--- config.mk ---
export PLATFORM = sky130hd
export DESIGN_NAME = pancake_sorter
export DESIGN_NICKNAME = d
export VERILOG_FILES = /design/src/pks_pkg.sv /design/src/pks_stack_ram.sv /design/src/pks_ctrl.sv /design/src/pancake_sorter.sv
export SDC_FILE = /design/constraint.sdc
export NUM_CORES = 1
export LEC_CHECK = 0
export BUFFER_PORTS_ARGS = -buffer_cell sky130_fd_sc_hd__buf_2
export CORE_MARGIN = 2
export CORE_UTILIZATION = 35
export CTS_CLUSTER_DIAMETER = 150
export CTS_CLUSTER_SIZE = 40
export DETAILED_ROUTE_END_ITERATION = 6
export GPL_TIMING_DRIVEN = 0
export SLEW_MARGIN = 20
export SYNTH_ARGS = -nofsm -noshare
export SYNTH_HDL_FRONTEND = slang
export SYNTH_SLANG_ARGS = --single-unit
--- constraint.sdc ---
create_clock -name clock -period 4.58 [get_ports clock]
set_clock_uncertainty 0.15 [all_clocks]
set_input_delay 0.687 -clock clock [delete_from_list [all_inputs] [get_ports clock]]
set_output_delay 0.687 -clock clock [all_outputs]
set_load 0.02 [all_outputs]
--- src/pks_pkg.sv ---
// ----------------------------------------------------------------------------
// Pancake sorter package
// Sizes, sequencer states and the structs passed between the sorter modules.
// ----------------------------------------------------------------------------
package pks_pkg;

   localparam int MAX_ITEMS  = 16;
   localparam int VALUE_BITS = 16;
   localparam int PORT_BITS  = 16;
   localparam int FLIP_BITS  = 5;
   localparam int IDX_BITS   = $clog2(MAX_ITEMS);
   localparam int CNT_BITS   = $clog2(MAX_ITEMS + 1);

   typedef logic [VALUE_BITS-1:0] value_type;
   typedef logic [IDX_BITS-1:0]   idx_type;
   typedef logic [CNT_BITS-1:0]   cnt_type;
   typedef logic [FLIP_BITS-1:0]  flip_type;

   typedef enum logic [2:0] {
      S_IDLE,
      S_SCAN,
      S_SCAN_END,
      S_FLIP_RD,
      S_FLIP_WA,
      S_FLIP_WB,
      S_OUT
   } state_type;

   typedef struct packed {
      logic      we;
      idx_type   waddr;
      value_type wdata;
      idx_type   raddr_a;
      idx_type   raddr_b;
   } ram_ctl_type;

   typedef struct packed {
      logic     valid;
      logic     last;
      flip_type flips;
   } emit_type;

endpackage

--- src/pks_stack_ram.sv ---
// ----------------------------------------------------------------------------
// Pancake sorter stack memory
// One write port and two read ports with registered read data.
// ----------------------------------------------------------------------------
module pks_stack_ram
   import pks_pkg::*;
(
   input  logic        clock,
   input  ram_ctl_type ctl,
   output value_type   rd_a,
   output value_type   rd_b
);

   value_type mem [MAX_ITEMS];
   value_type rd_a_ff;
   value_type rd_b_ff;

   always_ff @(posedge clock) begin
      if (ctl.we) begin
         mem[ctl.waddr] <= ctl.wdata;
      end
      rd_a_ff <= mem[ctl.raddr_a];
      rd_b_ff <= mem[ctl.raddr_b];
   end

   assign rd_a = rd_a_ff;
   assign rd_b = rd_b_ff;

endmodule

--- src/pks_ctrl.sv ---
// ----------------------------------------------------------------------------
// Pancake sorter sequencer
// Loads the stack, runs max scans and prefix flips over the stack memory
// with one shared comparator, then reads the sorted stack out.
// ----------------------------------------------------------------------------
module pks_ctrl
   import pks_pkg::*;
(
   input  logic            clock,
   input  logic            reset,
   input  logic            start,
   input  logic [PORT_BITS-1:0] item_value,
   input  logic            last_in,
   input  value_type       rd_a,
   input  value_type       rd_b,
   output logic            busy,
   output ram_ctl_type     ram_ctl,
   output emit_type        emit
);

   state_type state_ff, state_in;
   cnt_type   count_ff, count_in;
   idx_type   top_ff, top_in;
   idx_type   ptr_ff, ptr_in;
   idx_type   best_ff, best_in;
   value_type best_val_ff, best_val_in;
   idx_type   lo_ff, lo_in;
   idx_type   hi_ff, hi_in;
   flip_type  flip_ff, flip_in;
   logic      pend_ff, pend_in;
   idx_type   tag_ff, tag_in;
   logic      tag_vld_ff, tag_vld_in;

   logic      greater;
   idx_type   best_n;
   logic      swaps_left;
   cnt_type   n_load;

   assign greater    = rd_a > best_val_ff;
   assign swaps_left = ({1'b0, lo_ff} + (IDX_BITS+1)'(2)) < {1'b0, hi_ff};
   assign n_load     = (count_ff < CNT_BITS'(MAX_ITEMS)) ? count_ff + CNT_BITS'(1) : count_ff;

   always_ff @(posedge clock) begin
      if (reset) begin
         state_ff   <= S_IDLE;
         count_ff   <= '0;
         flip_ff    <= '0;
         pend_ff    <= 1'b0;
         tag_vld_ff <= 1'b0;
      end else begin
         state_ff   <= state_in;
         count_ff   <= count_in;
         flip_ff    <= flip_in;
         pend_ff    <= pend_in;
         tag_vld_ff <= tag_vld_in;
      end
      top_ff      <= top_in;
      ptr_ff      <= ptr_in;
      best_ff     <= best_in;
      best_val_ff <= best_val_in;
      lo_ff       <= lo_in;
      hi_ff       <= hi_in;
      tag_ff      <= tag_in;
   end

   always_comb begin
      state_in    = state_ff;
      count_in    = count_ff;
      top_in      = top_ff;
      ptr_in      = ptr_ff;
      best_in     = best_ff;
      best_val_in = best_val_ff;
      lo_in       = lo_ff;
      hi_in       = hi_ff;
      flip_in     = flip_ff;
      pend_in     = pend_ff;
      tag_in      = tag_ff;
      tag_vld_in  = 1'b0;
      best_n      = best_ff;
      ram_ctl     = '0;
      ram_ctl.raddr_a = ptr_ff;
      ram_ctl.raddr_b = hi_ff;
      ram_ctl.wdata   = item_value[VALUE_BITS-1:0];
      ram_ctl.waddr   = count_ff[IDX_BITS-1:0];
      emit        = '0;
      emit.flips  = flip_ff;

      // fold the returning read beat into the running maximum
      if ((state_ff == S_SCAN || state_ff == S_SCAN_END) && tag_vld_ff) begin
         if (tag_ff == top_ff || greater) begin
            best_in     = tag_ff;
            best_val_in = rd_a;
            best_n      = tag_ff;
         end
      end

      case (state_ff)
         S_IDLE: begin
            if (start) begin
               if (count_ff < CNT_BITS'(MAX_ITEMS)) begin
                  ram_ctl.we = 1'b1;
               end
               count_in = n_load;
               if (last_in) begin
                  flip_in = '0;
                  pend_in = 1'b0;
                  top_in  = IDX_BITS'(n_load - CNT_BITS'(1));
                  ptr_in  = IDX_BITS'(n_load - CNT_BITS'(1));
                  if (n_load == CNT_BITS'(1)) begin
                     ptr_in   = '0;
                     state_in = S_OUT;
                  end else begin
                     state_in = S_SCAN;
                  end
               end
            end
         end
         S_SCAN: begin
            tag_in     = ptr_ff;
            tag_vld_in = 1'b1;
            if (ptr_ff == '0) begin
               state_in = S_SCAN_END;
            end else begin
               ptr_in = ptr_ff - IDX_BITS'(1);
            end
         end
         S_SCAN_END: begin
            lo_in = '0;
            if (best_n == top_ff) begin
               top_in = top_ff - IDX_BITS'(1);
               ptr_in = top_ff - IDX_BITS'(1);
               if (top_ff == IDX_BITS'(1)) begin
                  ptr_in   = '0;
                  state_in = S_OUT;
               end else begin
                  state_in = S_SCAN;
               end
            end else if (best_n != '0) begin
               hi_in    = best_n;
               pend_in  = 1'b1;
               state_in = S_FLIP_RD;
            end else begin
               hi_in    = top_ff;
               pend_in  = 1'b0;
               state_in = S_FLIP_RD;
            end
         end
         S_FLIP_RD: begin
            ram_ctl.raddr_a = lo_ff;
            state_in        = S_FLIP_WA;
         end
         S_FLIP_WA: begin
            ram_ctl.raddr_a = lo_ff;
            ram_ctl.we      = 1'b1;
            ram_ctl.waddr   = lo_ff;
            ram_ctl.wdata   = rd_b;
            state_in        = S_FLIP_WB;
         end
         S_FLIP_WB: begin
            ram_ctl.raddr_a = lo_ff;
            ram_ctl.we      = 1'b1;
            ram_ctl.waddr   = hi_ff;
            ram_ctl.wdata   = rd_a;
            if (swaps_left) begin
               lo_in    = lo_ff + IDX_BITS'(1);
               hi_in    = hi_ff - IDX_BITS'(1);
               state_in = S_FLIP_RD;
            end else begin
               flip_in = flip_ff + FLIP_BITS'(1);
               lo_in   = '0;
               if (pend_ff) begin
                  pend_in  = 1'b0;
                  hi_in    = top_ff;
                  state_in = S_FLIP_RD;
               end else begin
                  top_in = top_ff - IDX_BITS'(1);
                  ptr_in = top_ff - IDX_BITS'(1);
                  if (top_ff == IDX_BITS'(1)) begin
                     ptr_in   = '0;
                     state_in = S_OUT;
                  end else begin
                     state_in = S_SCAN;
                  end
               end
            end
         end
         S_OUT: begin
            emit.valid = 1'b1;
            emit.last  = (CNT_BITS'(ptr_ff) + CNT_BITS'(1)) == count_ff;
            ptr_in     = ptr_ff + IDX_BITS'(1);
            if (emit.last) begin
               count_in = '0;
               state_in = S_IDLE;
            end
         end
         default: begin
            state_in = S_IDLE;
         end
      endcase
   end

   assign busy = state_ff != S_IDLE;

   a_last_ends_run: assert property (@(posedge clock) disable iff (reset)
      emit.valid && emit.last |=> state_ff == S_IDLE)
      else $error("run did not end after final beat");

   a_flip_order: assert property (@(posedge clock) disable iff (reset)
      state_ff == S_FLIP_RD |-> lo_ff < hi_ff)
      else $error("flip pointers crossed");

   a_flip_bound: assert property (@(posedge clock) disable iff (reset)
      state_ff == S_FLIP_RD |-> hi_ff <= top_ff)
      else $error("flip reaches past the top position");

endmodule

--- src/pancake_sorter.sv ---
// ----------------------------------------------------------------------------
// Pancake sorter
// Collects a stack of values and returns it sorted in ascending order.
// ----------------------------------------------------------------------------
// Values arrive one per beat on start/req_*, the final one marked by
// req_last_in; up to 16 are kept and further values are dropped. On the final
// beat the block raises busy and pancake-sorts the stack in its memory: a max
// scan runs over positions 0..i, and each prefix flip swaps one pair at a time
// by reading both values and writing them back in turn through the single
// memory write port. For a stack of N values it then returns N beats, one per
// cycle, each with the flip count and the final one marked; busy drops in the
// same cycle that carries the final rsp_strobe beat, so the next stack may
// start while that beat is on the ports. The receiver cannot stall: every
// rsp_strobe beat must be taken as it appears.
// ----------------------------------------------------------------------------
module pancake_sorter
   import pks_pkg::*;
(
   input  logic                 clock,
   input  logic                 reset,
   input  logic                 start,
   output logic                 busy,
   input  logic [PORT_BITS-1:0] req_item_value,
   input  logic                 req_last_in,
   output logic                 rsp_strobe,
   output logic [PORT_BITS-1:0] rsp_sorted_value,
   output logic [FLIP_BITS-1:0] rsp_flip_total,
   output logic                 rsp_last_out
);

   ram_ctl_type ram_ctl;
   emit_type    emit;
   value_type   rd_a;
   value_type   rd_b;

   logic     strobe_ff;
   logic     last_ff;
   flip_type flips_ff;

   pks_ctrl u_ctrl (
      .clock      (clock),
      .reset      (reset),
      .start      (start),
      .item_value (req_item_value),
      .last_in    (req_last_in),
      .rd_a       (rd_a),
      .rd_b       (rd_b),
      .busy       (busy),
      .ram_ctl    (ram_ctl),
      .emit       (emit)
   );

   pks_stack_ram u_ram (
      .clock (clock),
      .ctl   (ram_ctl),
      .rd_a  (rd_a),
      .rd_b  (rd_b)
   );

   // align beat markers with the registered read data
   always_ff @(posedge clock) begin
      if (reset) begin
         strobe_ff <= 1'b0;
         last_ff   <= 1'b0;
      end else begin
         strobe_ff <= emit.valid;
         last_ff   <= emit.valid && emit.last;
      end
      flips_ff <= emit.flips;
   end

   assign rsp_strobe       = strobe_ff;
   assign rsp_last_out     = last_ff;
   assign rsp_flip_total   = flips_ff;
   assign rsp_sorted_value = PORT_BITS'(rd_a);

   a_ascending: assert property (@(posedge clock) disable iff (reset)
      strobe_ff && $past(strobe_ff) && !$past(last_ff) |-> rd_a >= $past(rd_a))
      else $error("sorted beats out of order");

   a_flips_steady: assert property (@(posedge clock) disable iff (reset)
      strobe_ff && $past(strobe_ff) && !$past(last_ff) |-> $stable(flips_ff))
      else $error("flip count changed within a run");

endmodule
==> results.md <==
- Result of the run: finished, final reports clean
- Hold Fails Final Rpt: 0
- Largest driver fanout on the critical path: 5
- Setup total negative slack: 0 ps
- Clock buffers created by TritonCTS: 12
- Most common cell in the synthesized netlist: sky130_fd_sc_hd__edfxtp_1
- Sequential cell fraction of total power: 35.8%
- Crit path launch type: flip-flop
- Number of placed instances, taps included: 2,013
- Root Buffer: sky130_fd_sc_hd__clkbuf_16
- Max Cap Violations: 0
- WP data required: ~4600 ps
- Switching share of power: 45.53%
- Detailed-routing iteration count for the pre-antenna-repair pass: 5
- PwrDens: between 600 and 700 mW/mm2
- CP Class: reg2reg
- Number of standard cells in the final layout excluding fillers: 2,033
- Arr. time, crit path: 4110 ps
- Area of the placeable core: around 0.048 mm2
- Number of warnings reported in the yosys synthesis log: 0
- Area of the multi-input gates: 0.006611 mm2
- Clk pwr share: 11.5%
- Count of unique library cells instantiated by Yosys: 61
- Number of global-route vias before repair: 11,470
- Wire length of the first global-routing pass: 74,340 um
- Count of boundary I/O pins: 44
- Detailed-route vias per instance: 5.834
- Die width: 224.3 um
- Clock-pin slew on the worst setup and hold paths: 160 ps
- Final design instance area without fill: 0.01871 mm2
- Overall fraction of global-route tracks in use: roughly 20%
- Routed vias: 11,860
- Final Util: 39.10%
- Final cycle utilization of the critical path: between 80% and 90%
- Global placer's final weighted congestion: 0.9025
- Final Setup Violations: 0
- Synth Flop Type: sky130_fd_sc_hd__edfxtp_1
- Transition at the pin with the smallest max-transition slack: 969.6 ps
- Kind of cell adding the most delay to the critical path: simple AND/OR/NAND/NOR gates
- Ratio of cells with drive above 1 in the final layout: 15.16%
- Initial antenna violation count: 2
- Gate power share: 52.7%
- Number of DRC violations after detailed routing: 0
- Unrepaired setup endpoints after global routing: no
- Cell Area, Synth: 0.01698 mm2
- Post-route antenna net violation count: 0
- Highest-delay cell along the critical path: sky130_fd_sc_hd__a211oi_1
- Maximum resistive drop on vdd: 0.3097 mV
- Vert. Die Dim: ~220 um
- Maximum clock rate: 245.3 MHz
- Worst skew pair latency: ~530 ps
- Post-synthesis cell type with the largest combined area: sky130_fd_sc_hd__edfxtp_1
- Max Transition Viols Final: 0
- Static power due to leakage: 6.194 nW
- Placement Rows: 80
- Maximum number of pins on one net before global-route repair: 42
- Synth Net Count: 1,379
- Design internal power: 0.007051 W
- Avg Cell Area, Syn: 12.81 um2
- Clock Sinks: 350
- Slowest cell delay on critical path: 670 ps
- Cell types with the highest counts after synthesis: sky130_fd_sc_hd__edfxtp_1 (292), sky130_fd_sc_hd__nand2_1 (186), sky130_fd_sc_hd__a211oi_1 (84)
- Relative slew slack: 33.51%
- Fraction of registers with async set or reset after synthesis: 0%
- Final critical delay including setup and external delays: approximately 4100 ps
- Clock buffer depth: 3
- Seq. cell area: 0.009930 mm2
- Seq cells post-synth: 350
- Worst Setup End Kind: flip-flop
- Fill count: 4,498
- Number of antenna cells inserted: 0
- Initial Util: roughly 35%
- Wire length per cell after detailed routing: 25.01 um
- TritonCTS clock tree: done
- Area added between synthesis and finish: 10.14%
- Number of flops mapped to enable cells by yosys: 292
- Quantity of I/O buffers inserted on ports: 43
- Portion of the post-synthesis area used by sequential elements: 58.46%
- Type of the tightest min-delay check: reg2reg
- Post-detailed-placement cell area: ~0.018 mm2
- Total power: 0.01294 W
- Share of the synthesized area in the top cell type: roughly half
- Number of instances in the synthesized netlist: 1,326
- Cell Chain, Critical Path: ha_1 > nand4_1 > nor3_1 > a21boi_1 > or4_4 > o2111ai_1 > and2_1 > nor3_2 > nor2_1 > a211oi_1
- Post-DP HPWL: 38,120 um
- Number of H-tree levels: 1
- Final-stage net count: 1,466
- Buffers plus inverters on the worst setup path: 0
- Gr ovfl total: 0
- Overall routed net length: 50,840 um
- Cell types with the largest area share after synthesis: sky130_fd_sc_hd__edfxtp_1 (52%), sky130_fd_sc_hd__mux4_2 (11%), sky130_fd_sc_hd__dfxtp_1 (6.8%)
- Die Footprint: 0.05030 mm2
- Reported net switching power: 0.005893 W
- DRC marker count from the first detailed-route iteration: roughly 1,600
-- flip-flops by register name, summed over array words and instances (netlist names), 5 cells and up --
| register | cells |
|---|---|
| u_ram.mem | 256 |
| u_ctrl.best_val_ff | 16 |
| u_ram.rd_a | 16 |
| u_ram.rd_b | 16 |
| rsp_flip_total | 5 |
| u_ctrl.count_ff | 5 |
| u_ctrl.flip_ff | 5 |
-- worst paths after layout --
path,slack [ps],from,to,depth (start not counted)
worst max-delay path,500,u_ram.rd_a[5],u_ctrl.top_ff[0],10
worst min-delay path,230,u_ctrl.flip_ff[4],rsp_flip_total[4],0
worst max register to register,500,u_ram.rd_a[5],u_ctrl.top_ff[0],10
worst min register to register,230,u_ctrl.flip_ff[4],rsp_flip_total[4],0
-- placed cells by master (no fill, tap or decap), types with 10 or more instances in the layout --
| master | count |
|---|---|
| sky130_fd_sc_hd__a311oi_1 | 32 |
| sky130_fd_sc_hd__nor3_1 | 20 |
| sky130_fd_sc_hd__o21ai_1 | 17 |
| sky130_fd_sc_hd__o21ai_0 | 19 |
| sky130_fd_sc_hd__dfxtp_1 | 58 |
| sky130_fd_sc_hd__mux4_2 | 80 |
| sky130_fd_sc_hd__inv_1 | 34 |
| sky130_fd_sc_hd__and2_1 | 72 |
| sky130_fd_sc_hd__clkbuf_1 | 71 |
| sky130_fd_sc_hd__buf_4 | 18 |
| sky130_fd_sc_hd__nand2_1 | 186 |
| sky130_fd_sc_hd__buf_8 | 10 |
| sky130_fd_sc_hd__xnor2_1 | 15 |
| sky130_fd_sc_hd__a31oi_1 | 36 |
| sky130_fd_sc_hd__nor2_1 | 43 |
| sky130_fd_sc_hd__edfxtp_1 | 292 |
| sky130_fd_sc_hd__clkbuf_16 | 13 |
| sky130_fd_sc_hd__ha_1 | 32 |
| sky130_fd_sc_hd__a211oi_1 | 84 |
| sky130_fd_sc_hd__mux2i_1 | 23 |
| sky130_fd_sc_hd__buf_2 | 55 |
| sky130_fd_sc_hd__xor2_1 | 10 |
| sky130_fd_sc_hd__nor2_2 | 13 |
| sky130_fd_sc_hd__a21oi_1 | 63 |
-- metal layers --
metal | wire [um] | track usage, %
met4 | 963 | 4.251
met2 | 23800 | 32.60
met1 | 21890 | 28.31
met3 | 4175 | 2.887
met5 | 13 | 0
-- kinds of logic after synthesis --
group,after synthesis,synth area share (%)
adder cells (fa/ha/maj),33,2.475
flip-flops,350,58.46
XOR/XNOR,25,1.289
buffers and inverters,129,2.984
AO/OA/AOI/OAI,296,12.01
multiplexers,105,12.10
AND/OR/NAND/NOR,388,10.67
-- power groups by stage --
stage	clock, W	combinational [W]	sequential [W]
floorplan	0	0.00416	0.00466
global placement	0	0.00640	0.00472
detailed placement	0	0.00667	0.00470
CTS	0.00151	0.00668	0.00463
global route	0.00159	0.00727	0.00468
finish	0.00149	0.00682	0.00464
-- repair_timing --
item / 4_1_cts / 5_1_grt
setup buffers: 0 / 2
hold buffers: 0 / 0
pin swaps: 0 / 1
resized for setup: 0 / 1
setup endpoints to repair: 4 / 7
-- through the flow --
| step | hold slack, ps | setup slack [ps] |
|---|---|---|
| 2_1_floorplan | 198.9 | 1178 |
| 3_3_place_gp | 206.6 | -315.9 |
| 3_5_place_dp | 214.2 | -325.9 |
| 4_1_cts | 235.1 | 144.9 |
| 5_1_grt | 235.9 | 244.1 |
| 6_report | 230.4 | 503.1 |
-- worst reg2reg max path, delay by kind of cell, from the launching register on --
family	cells	cell delay, ps
AO/OA/AOI/OAI	3	1300
AND/OR/NAND/NOR	6	1510
flip-flops	1	420
adder cells (fa/ha/maj)	1	340
-- cell type report --
class | instances | share of cell area [%]
Multi-Input combinational cell | 847 | 35.34
Clock inverter | 1 | 0.06020
Sequential cell | 350 | 53.08
Timing Repair Buffer | 74 | 2.856
Buffer | 91 | 1.966
Inverter | 37 | 0.7424
Clock buffer | 18 | 1.839
Tap cell | 615 | 4.113
(Power assumes the default switching activity.)
